--- src/hdl/char_lcd_write_sequencer_core_assert.svh ---
// ---------------------------------------------------------------------------
// char_lcd_write_sequencer_core_assert.svh
// assertion macros shared by the lcd write sequencer
// ---------------------------------------------------------------------------
`ifndef CHAR_LCD_WRITE_SEQUENCER_CORE_ASSERT_SVH
`define CHAR_LCD_WRITE_SEQUENCER_CORE_ASSERT_SVH

`ifndef SYNTHESIS

// same-cycle implication
`define CLCD_ASSERT_IMP(label, clk, rst, ante, cons) \
   label: assert property (@(posedge clk) disable iff (rst) (ante) |-> (cons)) \
      else $error("assertion failed: same-cycle implication");

// next-cycle implication
`define CLCD_ASSERT_NXT(label, clk, rst, ante, cons) \
   label: assert property (@(posedge clk) disable iff (rst) (ante) |=> (cons)) \
      else $error("assertion failed: next-cycle implication");

`else

`define CLCD_ASSERT_IMP(label, clk, rst, ante, cons)
`define CLCD_ASSERT_NXT(label, clk, rst, ante, cons)

`endif

`endif

--- src/hdl/clcd_pkg.sv ---
// ---------------------------------------------------------------------------
// clcd_pkg
// types, codes and constants of the character lcd write sequencer
// ---------------------------------------------------------------------------
package clcd_pkg;

   // default row length in characters
   localparam int ROW_COLUMNS_DEFAULT = 16;

   // depth of the job and event queues
   localparam int JOB_DEPTH = 2;
   localparam int EVT_DEPTH = 2;

   // request kinds
   localparam logic [2:0] KIND_COMMAND  = 3'd0;
   localparam logic [2:0] KIND_CHAR     = 3'd1;
   localparam logic [2:0] KIND_POSITION = 3'd2;
   localparam logic [2:0] KIND_CLEAR    = 3'd3;
   localparam logic [2:0] KIND_INIT     = 3'd4;

   // register indexes
   localparam logic [2:0] CSR_ENABLE_PULSE    = 3'd0;
   localparam logic [2:0] CSR_COMMAND_SETTLE  = 3'd1;
   localparam logic [2:0] CSR_DATA_SETTLE     = 3'd2;
   localparam logic [2:0] CSR_POWER_ON_WAIT   = 3'd3;
   localparam logic [2:0] CSR_FUNCTION_SET    = 3'd4;
   localparam logic [2:0] CSR_DISPLAY_CONTROL = 3'd5;
   localparam logic [2:0] CSR_ENTRY_MODE      = 3'd6;

   // register reset values
   localparam logic [15:0] ENABLE_PULSE_RESET    = 16'd1;
   localparam logic [15:0] COMMAND_SETTLE_RESET  = 16'd3000;
   localparam logic [15:0] DATA_SETTLE_RESET     = 16'd1000;
   localparam logic [15:0] POWER_ON_WAIT_RESET   = 16'd20000;
   localparam logic [7:0]  FUNCTION_SET_RESET    = 8'h38;
   localparam logic [7:0]  DISPLAY_CONTROL_RESET = 8'h0C;
   localparam logic [7:0]  ENTRY_MODE_RESET      = 8'h06;

   // fixed lcd instructions
   localparam logic [7:0] CMD_CLEAR    = 8'h01;
   localparam logic [7:0] CMD_HOME     = 8'h80;
   localparam logic [7:0] CMD_ROW1_POS = 8'h80;
   localparam logic [7:0] CMD_ROW2_POS = 8'hC0;

   // pin events per job
   localparam logic [3:0] WRITE_EVENTS = 4'd2;
   localparam logic [3:0] CLEAR_EVENTS = 4'd4;
   localparam logic [3:0] INIT_EVENTS  = 4'd11;

   typedef enum logic [1:0] {
      JOB_WRITE,
      JOB_CLEAR,
      JOB_INIT
   } job_kind_type;

   // classified request handed from front to back
   typedef struct packed {
      job_kind_type kind;
      logic [7:0]   data_byte;
      logic         reg_select;
   } job_type;

   // one timed pin event
   typedef struct packed {
      logic [7:0]  data_bus;
      logic        reg_select;
      logic        enable;
      logic [15:0] hold_us;
      logic        last;
   } event_type;

   // configuration registers
   typedef struct packed {
      logic [15:0] enable_pulse_us;
      logic [15:0] command_settle_us;
      logic [15:0] data_settle_us;
      logic [15:0] power_on_wait_us;
      logic [7:0]  function_set_word;
      logic [7:0]  display_control_word;
      logic [7:0]  entry_mode_word;
   } cfg_type;

endpackage

--- src/hdl/clcd_fifo.sv ---
// ---------------------------------------------------------------------------
// clcd_fifo
// small register queue with push/full and pop/empty sides
// ---------------------------------------------------------------------------
module clcd_fifo #(
   parameter int WIDTH = 8,
   parameter int DEPTH = 2
) (
   input  logic             clock,
   input  logic             reset,
   input  logic             push,
   input  logic [WIDTH-1:0] push_data,
   output logic             full,
   input  logic             pop,
   output logic [WIDTH-1:0] pop_data,
   output logic             empty
);
   localparam int PTR_W = (DEPTH > 1) ? $clog2(DEPTH) : 1;
   localparam int CNT_W = $clog2(DEPTH + 1);

   logic [WIDTH-1:0] store_ff [DEPTH];
   logic [PTR_W-1:0] wr_ptr_ff, wr_ptr_in;
   logic [PTR_W-1:0] rd_ptr_ff, rd_ptr_in;
   logic [CNT_W-1:0] count_ff, count_in;
   logic             do_push, do_pop;

   assign full     = (count_ff == CNT_W'(DEPTH));
   assign empty    = (count_ff == '0);
   assign do_push  = push && !full;
   assign do_pop   = pop && !empty;
   assign pop_data = store_ff[rd_ptr_ff];

   // pointer and fill count update
   always_comb begin
      wr_ptr_in = wr_ptr_ff;
      rd_ptr_in = rd_ptr_ff;
      count_in  = count_ff;
      if (do_push) begin
         wr_ptr_in = (wr_ptr_ff == PTR_W'(DEPTH - 1)) ? '0 : wr_ptr_ff + 1'b1;
      end
      if (do_pop) begin
         rd_ptr_in = (rd_ptr_ff == PTR_W'(DEPTH - 1)) ? '0 : rd_ptr_ff + 1'b1;
      end
      if (do_push && !do_pop) begin
         count_in = count_ff + 1'b1;
      end else if (do_pop && !do_push) begin
         count_in = count_ff - 1'b1;
      end
   end

   always_ff @(posedge clock) begin
      if (reset) begin
         wr_ptr_ff <= '0;
         rd_ptr_ff <= '0;
         count_ff  <= '0;
      end else begin
         wr_ptr_ff <= wr_ptr_in;
         rd_ptr_ff <= rd_ptr_in;
         count_ff  <= count_in;
      end
   end

   // entry storage
   always_ff @(posedge clock) begin
      if (do_push) begin
         store_ff[wr_ptr_ff] <= push_data;
      end
   end

endmodule

--- src/hdl/clcd_front.sv ---
// ---------------------------------------------------------------------------
// clcd_front
// classifies requests into bus-write jobs, drops those that write nothing
// ---------------------------------------------------------------------------
module clcd_front #(
   parameter int ROW_COLUMNS = clcd_pkg::ROW_COLUMNS_DEFAULT
) (
   input  logic             [2:0] kind,
   input  logic             [7:0] data_byte,
   input  logic             [1:0] row,
   input  logic             [7:0] column,
   output logic                   job_valid,
   output clcd_pkg::job_type      job
);
   import clcd_pkg::*;

   logic col_ok;

   assign col_ok = (column < 8'(ROW_COLUMNS));

   // request decode
   always_comb begin
      job_valid      = 1'b0;
      job.kind       = JOB_WRITE;
      job.data_byte  = data_byte;
      job.reg_select = 1'b0;
      unique case (kind)
         KIND_COMMAND: begin
            job_valid = 1'b1;
         end
         KIND_CHAR: begin
            job_valid      = 1'b1;
            job.reg_select = 1'b1;
         end
         KIND_POSITION: begin
            job_valid = col_ok && ((row == 2'd1) || (row == 2'd2));
            job.data_byte = ((row == 2'd2) ? CMD_ROW2_POS : CMD_ROW1_POS) | column;
         end
         KIND_CLEAR: begin
            job_valid = 1'b1;
            job.kind  = JOB_CLEAR;
         end
         KIND_INIT: begin
            job_valid = 1'b1;
            job.kind  = JOB_INIT;
         end
         default: begin
            job_valid = 1'b0;
         end
      endcase
   end

endmodule

--- src/hdl/clcd_back.sv ---
// ---------------------------------------------------------------------------
// clcd_back
// steps through one job's pin events per run, one per cycle while evt_full is low
// ---------------------------------------------------------------------------
module clcd_back (
   input  logic                clock,
   input  logic                reset,
   input  clcd_pkg::cfg_type   cfg,
   input  logic                job_empty,
   input  clcd_pkg::job_type   job,
   output logic                job_pop,
   input  logic                evt_full,
   output logic                evt_push,
   output clcd_pkg::event_type evt
);
   import clcd_pkg::*;

   logic       busy_ff, busy_in;
   job_type    job_ff, job_in;
   logic [3:0] step_ff, step_in;
   logic [7:0] data_latch_ff, data_latch_in;
   logic       select_latch_ff, select_latch_in;

   logic [3:0] step_count;
   logic [3:0] rel_step;
   logic [2:0] write_idx;
   logic       phase_low;
   logic       is_wait;
   logic       is_last;
   logic [7:0] write_byte;
   logic       write_rs;
   logic       emit;
   logic       done;

   // position within the current job
   always_comb begin
      unique case (job_ff.kind)
         JOB_WRITE: step_count = WRITE_EVENTS;
         JOB_CLEAR: step_count = CLEAR_EVENTS;
         JOB_INIT:  step_count = INIT_EVENTS;
         default:   step_count = WRITE_EVENTS;
      endcase
   end

   assign is_wait   = (job_ff.kind == JOB_INIT) && (step_ff == '0);
   assign rel_step  = (job_ff.kind == JOB_INIT) ? step_ff - 1'b1 : step_ff;
   assign write_idx = rel_step[3:1];
   assign phase_low = rel_step[0];
   assign is_last   = (step_ff == step_count - 1'b1);

   // byte of the current bus write
   always_comb begin
      write_rs = (job_ff.kind == JOB_WRITE) ? job_ff.reg_select : 1'b0;
      unique case (job_ff.kind)
         JOB_WRITE: write_byte = job_ff.data_byte;
         JOB_CLEAR: write_byte = (write_idx == 3'd0) ? CMD_CLEAR : CMD_HOME;
         JOB_INIT: begin
            unique case (write_idx)
               3'd0:    write_byte = cfg.function_set_word;
               3'd1:    write_byte = cfg.display_control_word;
               3'd2:    write_byte = cfg.entry_mode_word;
               3'd3:    write_byte = CMD_CLEAR;
               default: write_byte = CMD_HOME;
            endcase
         end
         default: write_byte = job_ff.data_byte;
      endcase
   end

   // event assembly
   always_comb begin
      if (is_wait) begin
         evt.data_bus   = data_latch_ff;
         evt.reg_select = select_latch_ff;
         evt.enable     = 1'b0;
         evt.hold_us    = cfg.power_on_wait_us;
      end else begin
         evt.data_bus   = write_byte;
         evt.reg_select = write_rs;
         evt.enable     = !phase_low;
         if (!phase_low) begin
            evt.hold_us = cfg.enable_pulse_us;
         end else begin
            evt.hold_us = write_rs ? cfg.data_settle_us : cfg.command_settle_us;
         end
      end
      evt.last = is_last;
   end

   // handshake with the queues
   assign emit     = busy_ff && !evt_full;
   assign done     = emit && is_last;
   assign evt_push = emit;
   assign job_pop  = !job_empty && (!busy_ff || done);

   // sequencer next state
   always_comb begin
      busy_in         = busy_ff;
      job_in          = job_ff;
      step_in         = step_ff;
      data_latch_in   = data_latch_ff;
      select_latch_in = select_latch_ff;
      if (emit && !is_wait) begin
         data_latch_in   = write_byte;
         select_latch_in = write_rs;
      end
      if (job_pop) begin
         busy_in = 1'b1;
         job_in  = job;
         step_in = '0;
      end else if (done) begin
         busy_in = 1'b0;
      end else if (emit) begin
         step_in = step_ff + 1'b1;
      end
   end

   always_ff @(posedge clock) begin
      if (reset) begin
         busy_ff         <= 1'b0;
         step_ff         <= '0;
         data_latch_ff   <= '0;
         select_latch_ff <= 1'b0;
      end else begin
         busy_ff         <= busy_in;
         step_ff         <= step_in;
         data_latch_ff   <= data_latch_in;
         select_latch_ff <= select_latch_in;
      end
   end

   // job payload
   always_ff @(posedge clock) begin
      job_ff <= job_in;
   end

endmodule

--- src/hdl/char_lcd_write_sequencer_core.sv ---
// ---------------------------------------------------------------------------
// char_lcd_write_sequencer_core
// turns lcd requests into timed pin events for an 8-bit character lcd bus
// ---------------------------------------------------------------------------
// channel   direction  handshake         payload
// req       in         req_push/req_full kind, data_byte, row, column
// rsp       out        rsp_pop/rsp_empty data_bus, reg_select, read_write,
//                                        enable, hold_us, last
// csr       in         csr_write         csr_index, csr_wdata
//
// the back sequencer emits one pin event per cycle when the event queue has
// room; a command, character or set position makes 2 events, clear 4, init
// 11, and dropped requests make none. a request enters a 2-entry job queue
// in its accept cycle, events leave through a 2-entry event queue, so input
// and output stall independently. synchronous reset empties both queues,
// zeroes the pin latches and loads the register defaults.
// ---------------------------------------------------------------------------
`include "char_lcd_write_sequencer_core_assert.svh"

module char_lcd_write_sequencer_core #(
   parameter int ROW_COLUMNS = clcd_pkg::ROW_COLUMNS_DEFAULT
) (
   input  logic        clock,
   input  logic        reset,
   // request side
   input  logic        req_push,
   output logic        req_full,
   input  logic [2:0]  req_kind,
   input  logic [7:0]  req_data_byte,
   input  logic [1:0]  req_row,
   input  logic [7:0]  req_column,
   // result side
   output logic        rsp_empty,
   input  logic        rsp_pop,
   output logic [7:0]  rsp_data_bus,
   output logic        rsp_reg_select,
   output logic        rsp_read_write,
   output logic        rsp_enable,
   output logic [15:0] rsp_hold_us,
   output logic        rsp_last,
   // register writes
   input  logic        csr_write,
   input  logic [2:0]  csr_index,
   input  logic [15:0] csr_wdata
);
   import clcd_pkg::*;

   cfg_type   cfg_ff, cfg_in;
   logic      front_valid;
   job_type   front_job;
   logic      job_empty;
   logic      job_pop;
   job_type   job_head;
   logic      evt_full;
   logic      evt_push;
   event_type evt_in;
   event_type evt_head;

   // configuration registers
   always_comb begin
      cfg_in = cfg_ff;
      if (csr_write) begin
         unique case (csr_index)
            CSR_ENABLE_PULSE:    cfg_in.enable_pulse_us      = csr_wdata;
            CSR_COMMAND_SETTLE:  cfg_in.command_settle_us    = csr_wdata;
            CSR_DATA_SETTLE:     cfg_in.data_settle_us       = csr_wdata;
            CSR_POWER_ON_WAIT:   cfg_in.power_on_wait_us     = csr_wdata;
            CSR_FUNCTION_SET:    cfg_in.function_set_word    = csr_wdata[7:0];
            CSR_DISPLAY_CONTROL: cfg_in.display_control_word = csr_wdata[7:0];
            CSR_ENTRY_MODE:      cfg_in.entry_mode_word      = csr_wdata[7:0];
            default:             cfg_in = cfg_ff;
         endcase
      end
   end

   always_ff @(posedge clock) begin
      if (reset) begin
         cfg_ff.enable_pulse_us      <= ENABLE_PULSE_RESET;
         cfg_ff.command_settle_us    <= COMMAND_SETTLE_RESET;
         cfg_ff.data_settle_us       <= DATA_SETTLE_RESET;
         cfg_ff.power_on_wait_us     <= POWER_ON_WAIT_RESET;
         cfg_ff.function_set_word    <= FUNCTION_SET_RESET;
         cfg_ff.display_control_word <= DISPLAY_CONTROL_RESET;
         cfg_ff.entry_mode_word      <= ENTRY_MODE_RESET;
      end else begin
         cfg_ff <= cfg_in;
      end
   end

   // request classification
   clcd_front #(
      .ROW_COLUMNS (ROW_COLUMNS)
   ) u_front (
      .kind      (req_kind),
      .data_byte (req_data_byte),
      .row       (req_row),
      .column    (req_column),
      .job_valid (front_valid),
      .job       (front_job)
   );

   // job queue between front and back
   clcd_fifo #(
      .WIDTH ($bits(job_type)),
      .DEPTH (JOB_DEPTH)
   ) u_job_fifo (
      .clock     (clock),
      .reset     (reset),
      .push      (req_push && front_valid),
      .push_data (front_job),
      .full      (req_full),
      .pop       (job_pop),
      .pop_data  (job_head),
      .empty     (job_empty)
   );

   // event sequencer
   clcd_back u_back (
      .clock     (clock),
      .reset     (reset),
      .cfg       (cfg_ff),
      .job_empty (job_empty),
      .job       (job_head),
      .job_pop   (job_pop),
      .evt_full  (evt_full),
      .evt_push  (evt_push),
      .evt       (evt_in)
   );

   // event output queue
   clcd_fifo #(
      .WIDTH ($bits(event_type)),
      .DEPTH (EVT_DEPTH)
   ) u_evt_fifo (
      .clock     (clock),
      .reset     (reset),
      .push      (evt_push),
      .push_data (evt_in),
      .full      (evt_full),
      .pop       (rsp_pop),
      .pop_data  (evt_head),
      .empty     (rsp_empty)
   );

   assign rsp_data_bus   = evt_head.data_bus;
   assign rsp_reg_select = evt_head.reg_select;
   assign rsp_read_write = 1'b0;
   assign rsp_enable     = evt_head.enable;
   assign rsp_hold_us    = evt_head.hold_us;
   assign rsp_last       = evt_head.last;

   // checks
   `CLCD_ASSERT_NXT(a_reset_empties, clock, 1'b0, reset, rsp_empty && !req_full)
   `CLCD_ASSERT_IMP(a_strobe_not_last, clock, reset, !rsp_empty && rsp_enable, !rsp_last)
   `CLCD_ASSERT_NXT(a_command_queued, clock, reset,
                    req_push && !req_full && (req_kind == KIND_COMMAND), !job_empty)

endmodule
--- config.mk ---
export PLATFORM = sky130hd
export DESIGN_NAME = char_lcd_write_sequencer_core
export DESIGN_NICKNAME = d
export VERILOG_FILES = /design/src/hdl/clcd_pkg.sv /design/src/hdl/clcd_fifo.sv /design/src/hdl/clcd_front.sv /design/src/hdl/clcd_back.sv /design/src/hdl/char_lcd_write_sequencer_core.sv
export VERILOG_INCLUDE_DIRS = /design/src /design/src/hdl
export SDC_FILE = /design/constraint.sdc
export NUM_CORES = 1
export LEC_CHECK = 0
export BUFFER_PORTS_ARGS = -buffer_cell sky130_fd_sc_hd__buf_4
export CORE_ASPECT_RATIO = 2
export CORE_MARGIN = 5
export CORE_UTILIZATION = 35
export DETAILED_ROUTE_END_ITERATION = 16
export SYNTH_ARGS = -nofsm -noshare
export SYNTH_HDL_FRONTEND = slang
export SYNTH_SLANG_ARGS = --single-unit
--- constraint.sdc ---
create_clock -name clock -period 4 [get_ports clock]
set_clock_uncertainty 0.1 [all_clocks]
set_input_delay 0 -clock clock [delete_from_list [all_inputs] [get_ports clock]]
set_output_delay 0 -clock clock [all_outputs]
set_load 0.1 [all_outputs]
==> results.json, run 1 <==
{
  "finalSetupTns_ns": 0,
  "cts_made_buffers": 17,
  "p_per_area_mw_per_mm2": 734,
  "grt_pass1_vias": 6451,
  "crit_arrival_ns": 3.07,
  "finalPower_w": 0.00763,
  "synth.top_cells.by_area": "edfxtp_1 30%, dfxtp_1 26%, nand2_1 8.9%, mux2_2 6.0%, a21oi_1 6.0%",
  "clk_latency_ns": 0.43,
  "wirelength_um": 22000,
  "syn-cell-area_sq_mm": 0.00861,
  "yosysWarningCount": 0,
  "grt_overflow": 0,
  "synth.avg_cell_area_sq_um": 10.1,
  "drtIter0Drc": 476,
  "clock_path_buffers": 2,
  "h-tree-depth": 4,
  "dp.final_hpwl_um": 15400,
  "slew_headroom_pct": 33.8,
  "cp-end-kind": "register",
  "clockRootBuffer": "clkbuf_16",
  "final-setup-viol-count": 0,
  "vias_per_cell": 4.98,
  "holdPathEnd": "cfg_ff[83]",
  "cts_tree": "done",
  "p_leak_nw": 3.77,
  "grt_pass1_wl_um": 34100,
  "vias": 6462,
  "final.period_utilization_pct": 70.2,
  "report.final.slew_viol_count": 0,
  "syn-num-nets": 908,
  "grt_usage_pct": 15.9,
  "critical-path-max-stage-delay_ns": 0.67,
  "grt_max_degree": 67,
  "mostFrequentLayoutCells": "204 x nand2_1, 111 x dfxtp_1, 103 x a21oi_1",
  "port_buffers": 73,
  "rsz0062_at_grt": "false",
  "drtPass1Iterations": 6,
  "syn_inst": 854,
  "r2r_end": "u_job_fifo.count_ff[1]",
  "synth.yosys.seq_area_share_pct": 56.1,
  "rows": 81,
  "finalHoldViolCount": 0,
  "fp.coreArea_sq_mm": 0.0244,
  "dieArea_sq_mm": 0.0280,
  "seqCellArea_sq_mm": 0.00483,
  "sw_frac_of_total_pct": 43.7,
  "p_sw_w": 0.00333,
  "worst_pin_slew_ns": 0.991,
  "status": "finished, final reports clean",
  "die_h_um": 232,
  "p_int_w": 0.00430,
  "crit_slowest_cell": "ha_1",
  "yosysTopAreaCell": "edfxtp_1",
  "min_path_cells": 5,
  "dieWidth_um": 121,
  "postRouteAntennaNets": 0,
  "pwr-share-comb_pct": 43.0,
  "vdd_drop_max_mv": 0.325,
  "finalCriticalPeriod_ns": 2.81,
  "ff2ff_setup_slack_ns": 1.19,
  "drc": 0,
  "clkSinkCount": 198,
  "start_kind": "register",
  "drive_gt1_share_pct": 19.7,
  "crit_path_max_fanout": 21,
  "crit_required_ns": 4.26,
  "synth_edf_count": 87,
  "gp_congestion": 0.845,
  "multi_input_area_sq_mm": 0.00349,
  "reg2reg_depth": 9,
  "clkTransAtPathRegs_ns": 0.07,
  "crit_start": "u_back.job_ff[9]",
  "syn_to_final_growth_pct": 20.8,
  "hp-class": "in -> reg",
  "seqPwrFrac_pct": 35.9,
  "antenna_found_initial": 0,
  "min_from": "csr_write",
  "critPathKind": "reg -> reg",
  "crit_chain": "inv_1 -> ha_1 -> and3b_2 -> o221ai_1 -> o22ai_2 -> inv_1 -> ha_1 -> or3_1 -> a21oi_1",
  "ys.flop_type": "dfxtp_1",
  "initial_core_util_pct": 35.3,
  "path_buf_inv": 2,
  "crit_family": "adder cells",
  "post_cts_buffers": 0,
  "maxCapViolations": 0,
  "antennaDiodeCount": 0,
  "synthArstFlopShare_pct": 0,
  "synth_top_area_share_pct": 30.3,
  "final_common_cell": "nand2_1",
  "r2r_start": "u_back.job_ff[9]",
  "fillCellCount": 2379,
  "max_freq_ghz": 0.356,
  "pin_count": 75,
  "p_clk_share_pct": 21.1,
  "synth_cell_type_count": 60,
  "synth-seq-cells": 198,
  "cts_resized": 0,
  "final_nets": 1007,
  "wl_per_cell_um": 17.0
}
per-layer routing:
layer  vias up  routed length (um)  global-route usage [%]
li1       3187                   -                       -
met1      3055                7850                    15.9
met5         -                   0                       0
met2       173               12300                    30.5
met3        47                 824                    2.56
met4         0                1040                    8.48
repair_timing:
action,in CTS,in global routing
hold buffers,41,0
endpoints found under the hold margin,116,0
setup endpoints to repair,0,0
how the worst max path moves through the flow:
stage	endpoint	cells past startpoint
after floorplan	u_job_fifo.count_ff[1]	10
after global placement	u_job_fifo.count_ff[1]	9
after detailed placement	u_job_fifo.count_ff[1]	9
after CTS	u_job_fifo.count_ff[1]	9
after global routing	u_job_fifo.count_ff[1]	9
final	u_job_fifo.count_ff[1]	9
cell usage after synthesis, types with 4 or more instances:
library cell and count:
buf_6 4, nand3_1 29, xnor2_1 5, a21oi_1 103, edfxtp_1 87, nor3_1 7
a221oi_2 7, nand3b_1 26, clkbuf_1 31, nand2_1 204, buf_1 6, mux2i_1 6
a211oi_1 12, dfxtp_1 111, nor2_1 40, nand2b_1 5, inv_1 13, and3_1 4
o21ai_0 28, nor2b_1 8, xor2_1 8, or3_1 4, ha_1 9, mux2_2 46
power groups by stage:
stage / Clock (W) / Sequential, W / Combinational [W]
floorplan: 0 / 0.00272 / 0.00254
global placement: 0 / 0.00278 / 0.00325
detailed placement: 0 / 0.00279 / 0.00328
CTS: 0.00165 / 0.00275 / 0.00332
global route: 0.00174 / 0.00277 / 0.00349
finish: 0.00161 / 0.00274 / 0.00328
worst register-to-register path: stages (launching register included):
cell and delay [ns]:
edfxtp_1 0.40, inv_1 0.10, ha_1 0.67, and3b_2 0.31
o221ai_1 0.12, o22ai_2 0.14, inv_1 0.06, ha_1 0.32
or3_1 0.37, a21oi_1 0.14
stage by stage:
stage | hold WS (ns) | instances | setup slack, ns | area [sq um] | util, %
3_3_place_gp | 0.147 | 1225 | 1.28 | 9450 | 38.7
5_1_grt | 0.0456 | 1298 | 0.998 | 10400 | 42.6
3_5_place_dp | 0.157 | 1225 | 1.23 | 9450 | 38.7
2_1_floorplan | 0.0179 | 854 | 1.29 | 8610 | -
6_report | 0.0350 | 1298 | 1.19 | 10400 | 42.6
4_1_cts | 0.0104 | 1298 | 1.22 | 10400 | 42.6
sequential cells by signal, indices dropped and copies added, names as in the netlist, named ones only:
signal	count
u_back.busy_ff	1
u_evt_fifo.wr_ptr_ff	1
cfg_ff	88
u_job_fifo.wr_ptr_ff	1
u_job_fifo.count_ff	2
u_job_fifo.rd_ptr_ff	1
u_back.job_ff	11
u_back.data_latch_ff	8
u_evt_fifo.count_ff	2
u_back.select_latch_ff	1
u_job_fifo.store_ff	22
u_evt_fifo.store_ff	54
u_evt_fifo.rd_ptr_ff	1
u_back.step_ff	4
final cells by class:
type	count	share of cell area, %
Multi-Input combinational cell	593	33.5
Tap cell	332	3.99
Sequential cell	198	46.5
Clock buffer	18	4.12
Timing Repair Buffer	129	10.3
Clock inverter	14	1.13
Inverter	14	0.505
cell families after synthesis:
family / after synthesis / synth area share, %
simple gates: 346 / 18.6
fa+ha+maj: 9 / 1.31
other cells: 1 / 0.0435
compound gates: 171 / 12.2
flops: 198 / 56.1
xor+xnor: 14 / 1.51
mux: 52 / 6.71
buf+inv: 63 / 3.52
(Power assumes the default switching activity.)
==> run 2, diff against run 1 <==
Clock period 4 ns to 2.7 ns, I/O delays scaled along.
==> run 2 against run 1 <==
The flow now finishes with violations (hold timing). Global-route usage increased by 0.75 points. Clock power increased by 61%. Maximum frequency increased by 12%. Via count increased by 0.77%. Hold slack got worse by 0.041 ns. Flip-flop and latch count unchanged. Total power increased by 53%. Die area unchanged. Setup slack got worse by 1.0 ns. Sequential share of layout area decreased by 0.86 points. Critical endpoint unchanged. Highest routed layer unchanged.
==> results.json, run 2 (synthesized netlist as in run 1, its figures left out) <==
{
  "status": "finished, violations left",
  "violations": "hold timing",
  "h-tree-depth": 4,
  "final.period_utilization_pct": 92.7,
  "stdcell_count": 1312,
  "largest_register_ffs": 88,
  "syn_to_final_growth_pct": 23.1,
  "dieArea_sq_mm": 0.0280,
  "vias_per_cell": 4.96,
  "crit_path_max_fanout": 11,
  "slew_headroom_pct": 42.7,
  "max_freq_ghz": 0.399,
  "clk_latency_ns": 0.44,
  "crit_arrival_ns": 2.77,
  "clkTransAtPathRegs_ns": 0.07,
  "grt_max_degree": 77,
  "gp_congestion": 0.882,
  "clkSinkCount": 198,
  "finalHoldViolCount": 1,
  "cp-end-kind": "register",
  "report.final.slew_viol_count": 0,
  "maxCapViolations": 0,
  "finalPower_w": 0.0117,
  "cts_made_buffers": 17,
  "drc": 0,
  "worst_pin_slew_ns": 0.857,
  "multi_input_area_sq_mm": 0.00349,
  "dp_cells": 1235,
  "clock_path_buffers": 2,
  "post_cts_buffers": 0,
  "mostFrequentLayoutCells": "204 x nand2_1, 111 x dfxtp_1, 103 x a21oi_1",
  "vias": 6512,
  "final_nets": 1021,
  "clockRootBuffer": "clkbuf_16",
  "crit_family": "simple AND/OR/NAND/NOR gates",
  "critical-path-max-stage-delay_ns": 0.38,
  "finalCriticalPeriod_ns": 2.50,
  "grt_usage_pct": 16.6,
  "cts_hold_repair.buffers": 45,
  "vdd_drop_max_mv": 0.473,
  "drive_gt1_share_pct": 20.6,
  "finalSetupTns_ns": 0,
  "largest-register": "cfg_ff",
  "drtPass1Iterations": 7,
  "grt_pass1_vias": 6662,
  "dieWidth_um": 121,
  "initial_core_util_pct": 35.3,
  "critPathKind": "reg -> reg",
  "seqCellArea_sq_mm": 0.00483,
  "die_h_um": 232,
  "pin_count": 75,
  "path_buf_inv": 2,
  "fillCellCount": 2335,
  "cts_resized": 0,
  "final-setup-viol-count": 0,
  "crit_required_ns": 2.96,
  "p_leak_nw": 3.88,
  "largestRegisters": "cfg_ff x88, u_evt_fifo.store_ff x54, u_job_fifo.store_ff x22",
  "port_buffers": 73,
  "antennaDiodeCount": 0,
  "rows": 81,
  "fp.coreArea_sq_mm": 0.0244,
  "wl_per_cell_um": 17.3,
  "drtIter0Drc": 409,
  "wirelength_um": 22600,
  "p_per_area_mw_per_mm2": 1100,
  "rsz0062_at_grt": "false",
  "grt_pass1_wl_um": 35400,
  "antenna_found_initial": 0,
  "start_kind": "register",
  "hold-worst-slack_ns": -0.00568,
  "final_common_cell": "nand2_1",
  "cts_tree": "done",
  "crit_slowest_cell": "or3_1",
  "dp.final_hpwl_um": 15800,
  "hp-class": "in -> reg",
  "grt_overflow": 0,
  "crit_chain": "inv_1 -> ha_1 -> nor3b_1 -> o221ai_1 -> o22ai_4 -> inv_1 -> ha_1 -> or3_1 -> a21oi_1",
  "postRouteAntennaNets": 0
}
==> run 2: cell count changes in the layout (fill, tap and decap cells not counted), moves of 2 or more <==
cell / before / now
clkbuf_16: 17 / 20
buf_4: 88 / 97
inv_4: 0 / 2
dlygate4sd3_1: 41 / 45
clkinv_4: 3 / 1
==> run 2: final timing paths <==
| path | startpoint | endpoint | slack [ns] | cells after the start |
|---|---|---|---|---|
| setup reg to reg | u_back.job_ff[9] | u_job_fifo.count_ff[1] | 0.20 | 9 |
| hold reg to reg | cfg_ff[86] | cfg_ff[86] | 0.36 | 2 |
| setup / recovery | u_back.job_ff[9] | u_job_fifo.count_ff[1] | 0.20 | 9 |
| hold / removal | reset | u_job_fifo.rd_ptr_ff | -0.006 | 2 |
==> run 2: report_power, final <==
group / total [W] / switching, W / leakage, nW / internal, W
sequential: 0.00403 / 0.000202 / 1.71 / 0.00383
combinational: 0.00504 / 0.00361 / 1.86 / 0.00144
clock: 0.00259 / 0.00118 / 0.304 / 0.00140
==> run 2: layer usage <==
metal | GRT usage [%] | part of all wire (%) | vias up
met3 | 3.02 | 3.5 | 38
met1 | 16.4 | 36 | 3102
met4 | 8.09 | 4.3 | 0
li1 | - | - | 3214
met2 | 32.3 | 56 | 158
met5 | 0 | 0 | -
==> run 2: area by class of cell <==
class                      instances  area share [%]
sequential                       198            45.6
tap                              332            3.92
clock buffer                      21            4.85
timing repair buffer             143            11.3
clock inverter                    11           0.885
multi-input combinational        593            32.9
inverter                          14           0.496
==> run 2: per-stage QoR <==
| stage | setup WS [ns] | area, sq um | util [%] | hold WS [ns] |
|---|---|---|---|---|
| 4_1_cts | 0.204 | 10600 | 43.4 | 0.00646 |
| 5_1_grt | 0.0354 | 10600 | 43.4 | 0.0318 |
| 6_report | 0.197 | 10600 | 43.4 | -0.00568 |
| 3_5_place_dp | 0.227 | 9540 | 39.1 | 0.152 |
| 3_3_place_gp | 0.341 | 9540 | 39.1 | 0.147 |
| 2_1_floorplan | 0.104 | 8620 | - | 0.0179 |
